**src/rtl/mf3_cell.sv**
```systemverilog
// Window cell: holds one column maximum and folds it into the running maximum.
`timescale 1ns / 1ps

module mf3_cell #(
  parameter int WIDTH = 8
) (
  input  logic             clk_i,
  input  logic             shift_i,
  input  logic [WIDTH-1:0] data_i,
  input  logic [WIDTH-1:0] max_i,
  output logic [WIDTH-1:0] data_o,
  output logic [WIDTH-1:0] max_o
);

  logic [WIDTH-1:0] data_q;

  // Take the neighbour's column maximum on every advance
  always_ff @(posedge clk_i) begin
    if (shift_i) begin
      data_q <= data_i;
    end
  end

  assign data_o = data_q;
  assign max_o  = (data_q > max_i) ? data_q : max_i;

endmodule

```
**config.mk**
```make
export PLATFORM = sky130hd
export DESIGN_NAME = mf3_cell
export DESIGN_NICKNAME = d
export VERILOG_FILES = /design/src/rtl/mf3_cell.sv
export SDC_FILE = /design/constraint.sdc
export NUM_CORES = 1
export LEC_CHECK = 0
export BUFFER_PORTS_ARGS = -buffer_cell sky130_fd_sc_hd__buf_2
export CAP_MARGIN = 20
export CORE_MARGIN = 2
export CORE_UTILIZATION = 40
export DETAILED_ROUTE_END_ITERATION = 10
export PLACE_DENSITY_LB_ADDON = 0.05
export SYNTH_ARGS = -nofsm -noshare
export SYNTH_HDL_FRONTEND = slang
export SYNTH_SLANG_ARGS = --single-unit
```
**constraint.sdc**
```tcl
create_clock -name clk_i -period 2.25 [get_ports clk_i]
set_input_delay 0.225 -clock clk_i [delete_from_list [all_inputs] [get_ports clk_i]]
set_output_delay 0.225 -clock clk_i [all_outputs]
set_load 0.005 [all_outputs]
```
---- Yosys cells after proc, flatten, opt, wreduce, memory -nomap -nowiden ----
Cells that the tools add are included.
storage, ports and cells
  output and inout bits ................... 16
  input bits .............................. 18
  register bits after elaboration ......... 8
  word-level logic and storage cells ...... 3
operators by class
  order comparisons ....................... 1
  mux-type cells .......................... 1
operators with widths
  cell                           number
  8-bit greater-than comparator  1
  8-bit 2-to-1 mux               1

---- Logic depth before layout (Yosys ltp) ----
Gate-level depths: netlist (run 1).
  depth in word-level cells ............... 2
  gate-level depth with buffers ........... 7
  mapped depth without buffers ............ 7

---- Worst setup path before layout (run 1) ----
Ideal clock, no wire load.
  kind .................................... reg-to-output
  start point ............................. reg data_q[1], in the netlist data_o[1]
  end point ............................... out max_o[0]
  path buffers ............................ 0
  arrival time ............................ 1.652 ns
  stages on the path, launching flop included .. 7
  slack ................................... 0.373 ns
  path through ............................ edfxtp_1 > ha_1 > nor2b_1 > o211ai_2 > a21oi_2 > o22ai_4 > mux2_2
between the ends
  longest elaborated chain between the ends .. 2
RTL lines
  what                           RTL line  source
  start, declared                15        logic [WIDTH-1:0] data_q;
  start signal, assigned         20        data_q <= data_i;
  8-bit greater-than comparator  25        assign max_o = (data_q > max_i) ? data_q : max_i;
  8-bit 2-to-1 mux               25
  end, declared                  12        output logic [WIDTH-1:0] max_o
No other way between the ends.

---- Worst setup path after layout (run 1) ----
  start point ............................. reg data_q[5], in the netlist data_o[5]
  end point ............................... out max_o[0]
Same word-level chain as after synthesis.

==> results of run 1 <==
## path summary, 6_finish.rpt
check	startpoint	end	slack, ns	cells past startpoint
max	data_o[5]	max_o[0]	-0.03	7
min	data_i[3]	data_o[3]	0.15	1
## power groups by stage
stage / sequential, W / clock, W / combinational [W]
6_report: 0.000190 / 0.000101 / 0.000175
4_1_cts: 0.000189 / 0.000107 / 0.000164
5_1_grt: 0.000192 / 0.000111 / 0.000194
3_3_place_gp: 0.000190 / 0 / 0.000130
2_1_floorplan: 0.000190 / 0 / 0.0000743
3_5_place_dp: 0.000191 / 0 / 0.000132
## synth_stat cells
cell type	instances	share of area (%)
mux2_2	8	17
o22ai_4	1	3.7
edfxtp_1	8	44
inv_1	8	5.5
nand4_1	2	2.3
o211ai_2	1	2.3
nand2_1	1	0.69
a21oi_1	3	2.8
a21oi_2	1	1.6
o21ai_0	1	0.92
nor2b_1	1	1.2
ha_1	8	18
## metal layers
metal	global-route usage, %	vias to the layer above
met2	21.88	17
met4	10.00	0
met5	0	-
met1	15.41	223
li1	-	236
met3	0	2
## layout make-up
cell class,count,area [sq um]
timing repair buffer,36,207.7
clock buffer,3,22.52
multi-input combinational,27,342.8
sequential,8,240.2
inverter,8,30.03
tap,15,18.77
fill,112,422.9
## metrics by stage
| stage | worst slack, ns | util [%] |
|---|---|---|
| after floorplan | 0.3732 | - |
| after global placement | 0.2096 | 56.67 |
| after detailed placement | 0.1647 | 56.67 |
| after CTS | -0.01299 | 63.29 |
| after global routing | -0.07986 | 67.09 |
| final | -0.02842 | 67.09 |
## cells by family (layout without fill, tap and decap cells)
family          after synthesis  after routing  synth area share (%)
fa+ha+maj                     8              8                 18.39
mux                           8              8                 16.55
flops                         8              8                 44.14
buf+inv                       8             47                 5.517
compound gates                7              7                 11.26
simple gates                  4              4                 4.138
## repair_timing
item / 4_1_cts / 5_1_grt
pin swaps: 2 / 1
buffers inserted: 2 / 1
resized for setup: 10 / 4
endpoints found under the setup margin: 8 / 8
==> results.md, run 1 <==
* Run status: complete, but fails checks
* Failing checks: setup timing
* Routed via count at approximately 480
* CP max stage cell: edfxtp_1
* Setup WS post-layout at -0.02842 ns
* Starting density of the core at a little over two fifths
* Largest net degree at the start of global routing at 9
* Pins Over Slew Limit at 0
* Largest register FFs at 8
* Design Area, Final at 862.1 sq um
* Psw at between 0.0001 and 0.00015 W
* I/O pins at 34
* DR vias/cell at 4.928
* WL met1 at 424 um
* Peak supply drop at 364.2 uV
* Vias in the first global route at 358
* Initial antenna violation count at 0
* CTS Hold Buffers Added at 0
* Die ar. at 1672 sq um
* Max Used Layer: met4
* Core Box Area at 1285 sq um
* Total CTS buffers at 3
* Actual slew at the worst max-slew pin at 0.2429 ns
* Pwr dens at 540.6 nW/um^2
* Period utilisation layout at 101.3%
* Flop pwr share at 40.8%
* CTS H-tree lvls at 1
* Commonest non-fill, non-tap cell in the layout: buf_2
* Final wirelength at approximately 1.1 mm
* #FFs+latches synth at 8
* Final setup fails at 8
* Proportion of layout cells with a drive suffix above 1 at 68.29%
* Max-capacitance violation count at 0
* Inst Count DP at 91
* Synth cell types at 12
* Net count after synthesis at 69
* Shortest period the worst path allows at 2.278 ns
* Crit-path max FO at 4
* CP peak stage delay at 0.45 ns
* Nets@finish at 110
* Area Growth Syn to Fin at 58.39%
* Crit path max-delay family: flip-flops
* Port bufs at 33
* # clock sinks at 8
* Final hold vios at 0
* CP startpoint kind: flip-flop
* Synthesized area per cell at about 13 sq um
* Clk buf depth at 2
* Worst slew margin at 83.70%
* GRT overflow at 0
* Sequential area share after synthesis at 44.14%
* Final Total Pwr at 0.0004660 W
* Die W at between 40 and 50 um
* Critical-path cell list: ha_4 -> nand4_1 -> a21oi_2 -> o22ai_4 -> buf_6 -> mux2_4 -> buf_6
* CTS tree: done
* DRC violations left at 0
* RSZ-0062 raised after global routing: true
* Ant diodes at 0
* Switching share of power at 26.01%
* Reg clk slew, reported paths at roughly 0.050 ns
* Required time worst endpoint at ~2.0 ns
* Drt first pass iters at 4
* Die height at 40.89 um
* Final HPWL DP at 847.5 um
* Aggregate negative setup slack at -0.1008 ns
* DP Area at between 700 and 800 sq um
* Most used cell, CP: buf_6
* WL per Instance at 11.28 um
* Min-Delay Path Class: in2reg
* Hold slack at 0.1513 ns
* Row cnt at 13
* FMAX at between 0.4 and 0.5 GHz
* CTS root buf: clkbuf_4
* Met3 WL at 46 um
* Fin cells at 97
* Setup crit end kind: output pin
* Internal at ~0.00034 W
* Final GP Congestion at 0.6429
* Gate power share at between 30% and 40%
* ANT nets after route at 0
* Met2 wire length at 607 um
* Post-Syn Instances at 43
* Iter 0 DRT Violations at 6
* First-pass GRT wire length at 1.352 mm
* WP data arrival at 2.05 ns
* Synthesized cell area at 544.3 sq um
* Ys Warns at 0
* Critical path type: reg2out
* Most frequent cells in the layout: 31 x buf_2, 8 x inv_1, 8 x edfxtp_1
* Buf+Inv Stages, Crit Path at 2
* Clock power frac at 21.6%
* Leak Pwr at 0.4136 nW
* GRT Overall Usage at 12.90%
No activity file was read; power rests on OpenSTA's default activity.
==> run 2: changes to the inputs <==
--- a/config.mk
+++ b/config.mk
@@ -6,11 +6,13 @@
 export NUM_CORES = 1
 export LEC_CHECK = 0
 export BUFFER_PORTS_ARGS = -buffer_cell sky130_fd_sc_hd__buf_2
-export CAP_MARGIN = 20
+export CELL_PAD_IN_SITES_DETAIL_PLACEMENT = 1
+export CELL_PAD_IN_SITES_GLOBAL_PLACEMENT = 2
 export CORE_MARGIN = 2
-export CORE_UTILIZATION = 40
+export CORE_UTILIZATION = 23
 export DETAILED_ROUTE_END_ITERATION = 10
 export PLACE_DENSITY_LB_ADDON = 0.05
+export SETUP_SLACK_MARGIN = 0.1
 export SYNTH_ARGS = -nofsm -noshare
 export SYNTH_HDL_FRONTEND = slang
 export SYNTH_SLANG_ARGS = --single-unit
==> results.md, run 2 (synthesized netlist as in run 1, its figures left out) <==
* Run status: completed
* Port bufs at 33
* Reg clk slew, reported paths at 0.05 ns
* GRT overflow at 0
* Final hold vios at 0
* Largest net degree at the start of global routing at 9
* Initial antenna violation count at 0
* Clk buf depth at 2
* Starting density of the core at 24.37%
* CTS root buf: clkbuf_4
* DR vias/cell at 4.177
* Nets@finish at 113
* Commonest non-fill, non-tap cell in the layout: buf_2
* Gate power share at 37.9%
* Psw at around 0.00013 W
* WL per Instance at 11.35 um
* CP max stage cell: edfxtp_1
* ANT nets after route at 0
* Shortest period the worst path allows at 2.225 ns
* RSZ-0062 raised after global routing: true
* Critical-path cell list: ha_4 -> nor2b_4 -> o211ai_2 -> a21oi_2 -> o22ai_4 -> buf_6 -> mux2_2 -> buf_2
* Period utilisation layout at 98.87%
* Max-capacitance violation count at 0
* Drt first pass iters at 1
* Core Box Area at 2233 sq um
* Vias in the first global route at 474
* CP peak stage delay at 0.42 ns
* First-pass GRT wire length at 2.049 mm
* FMAX at 0.4495 GHz
* Largest register FFs at 8
* Ant diodes at 0
* Min-Delay Path Class: in2reg
* Leak Pwr at roughly 0.42 nW
* Total CTS buffers at 3
* Crit path from: data_o[1]
* Crit path capture: max_o[1]
* Critical path type: reg2out
* Die W at 52.65 um
* I/O pins at 34
* Final GP Congestion at 0.6354
* Proportion of layout cells with a drive suffix above 1 at 69.41%
* # clock sinks at 8
* Internal at 0.0003466 W
* Setup crit end kind: output pin
* Area Growth Syn to Fin at 62.99%
* Most frequent cells in the layout: 32 x buf_2, 8 x inv_1, 8 x mux2_2, 8 x edfxtp_1
* Actual slew at the worst max-slew pin at approximately 0.23 ns
* Clock power frac at 22.2%
* Switching share of power at 26.63%
* Aggregate negative setup slack at 0 ns
* Hold slack at 0.1509 ns
* CP startpoint kind: flip-flop
* Final setup fails at 0
* Pins Over Slew Limit at 0
* CTS tree: done
* Worst path depth at 8
* Buf+Inv Stages, Crit Path at 2
* CTS H-tree lvls at 1
* Peak supply drop at 306.4 uV
* GRT Overall Usage at 10.13%
* Flop pwr share at 40.0%
* Crit path max-delay family: flip-flops
* Crit-path max FO at 4
* Die height at 52.65 um
* Required time worst endpoint at just over 2 ns
* Final HPWL DP at 1.031 mm
* Routed via count at between 400 and 500
* Fillcell total at roughly 260
* Final wirelength at 1.282 mm
* Row cnt at 17
* WP data arrival at 2.00 ns
* Die ar. at about 2800 sq um
* Iter 0 DRT Violations at 0
* Pwr dens at 532.5 nW/um^2
* DRC violations left at 0
* Worst slew margin at 84.81%
## run 2: cell count changes in the layout (fill, tap and decap cells not counted), sizes merged
cell and delta:
buf +3
## run 2: routing by layer
metal / track usage (%) / vias up / part of all wire, %
li1: - / 243 / -
met5: 0 / - / 0
met3: 0.8571 / 0 / 4.1
met4: 5.128 / 0 / 0
met2: 17.50 / 13 / 55
met1: 12.39 / 216 / 41
## run 2: final cells by class
class | instances | area, sq um | area share, %
Inverter | 8 | 30.03 | 3.385
Tap cell | 28 | 35.03 | 3.949
Clock buffer | 3 | 22.52 | 2.539
Timing Repair Buffer | 39 | 224.0 | 25.25
Sequential cell | 8 | 240.2 | 27.08
Multi-Input combinational cell | 27 | 335.3 | 37.80
## run 2: worst min path at each step
stage / startpoint / slack, ns / end / cells after the start
global placement: data_i[7] / 0.40 / data_o[7] / 1
detailed placement: data_i[6] / 0.40 / data_o[6] / 1
floorplan: data_i[0] / 0.32 / data_o[0] / 0
global route: data_i[6] / 0.14 / data_o[6] / 1
finish: data_i[0] / 0.15 / data_o[0] / 1
CTS: data_i[0] / 0.15 / data_o[0] / 1
## run 2: through the flow
stage	std cells	setup WS, ns	power [W]	cell area (sq um)	util, %
floorplan	43	0.3732	0.0002640	544.3	-
global placement	104	0.1743	0.0003265	744.5	33.33
detailed placement	104	0.1561	0.0003258	744.5	33.33
CTS	113	0.03550	0.0004677	868.3	38.88
global route	113	-0.08038	0.0005075	887.1	39.72
finish	113	0.02539	0.0004724	887.1	39.72
## run 2: repair_timing
item	in CTS	in global routing
hold buffers	0	0
pin swaps	2	2
resized for setup	9	2
buffers inserted	6	0
endpoints found under the setup margin	8	8
## run 2: power by group through the flow
| stage | clock (W) | combinational (W) | sequential, W |
|---|---|---|---|
| finish | 0.000105 | 0.000179 | 0.000189 |
| CTS | 0.000107 | 0.000172 | 0.000189 |
| detailed placement | 0 | 0.000135 | 0.000191 |
| global placement | 0 | 0.000136 | 0.000191 |
| floorplan | 0 | 0.0000743 | 0.000190 |
| global route | 0.000117 | 0.000200 | 0.000190 |
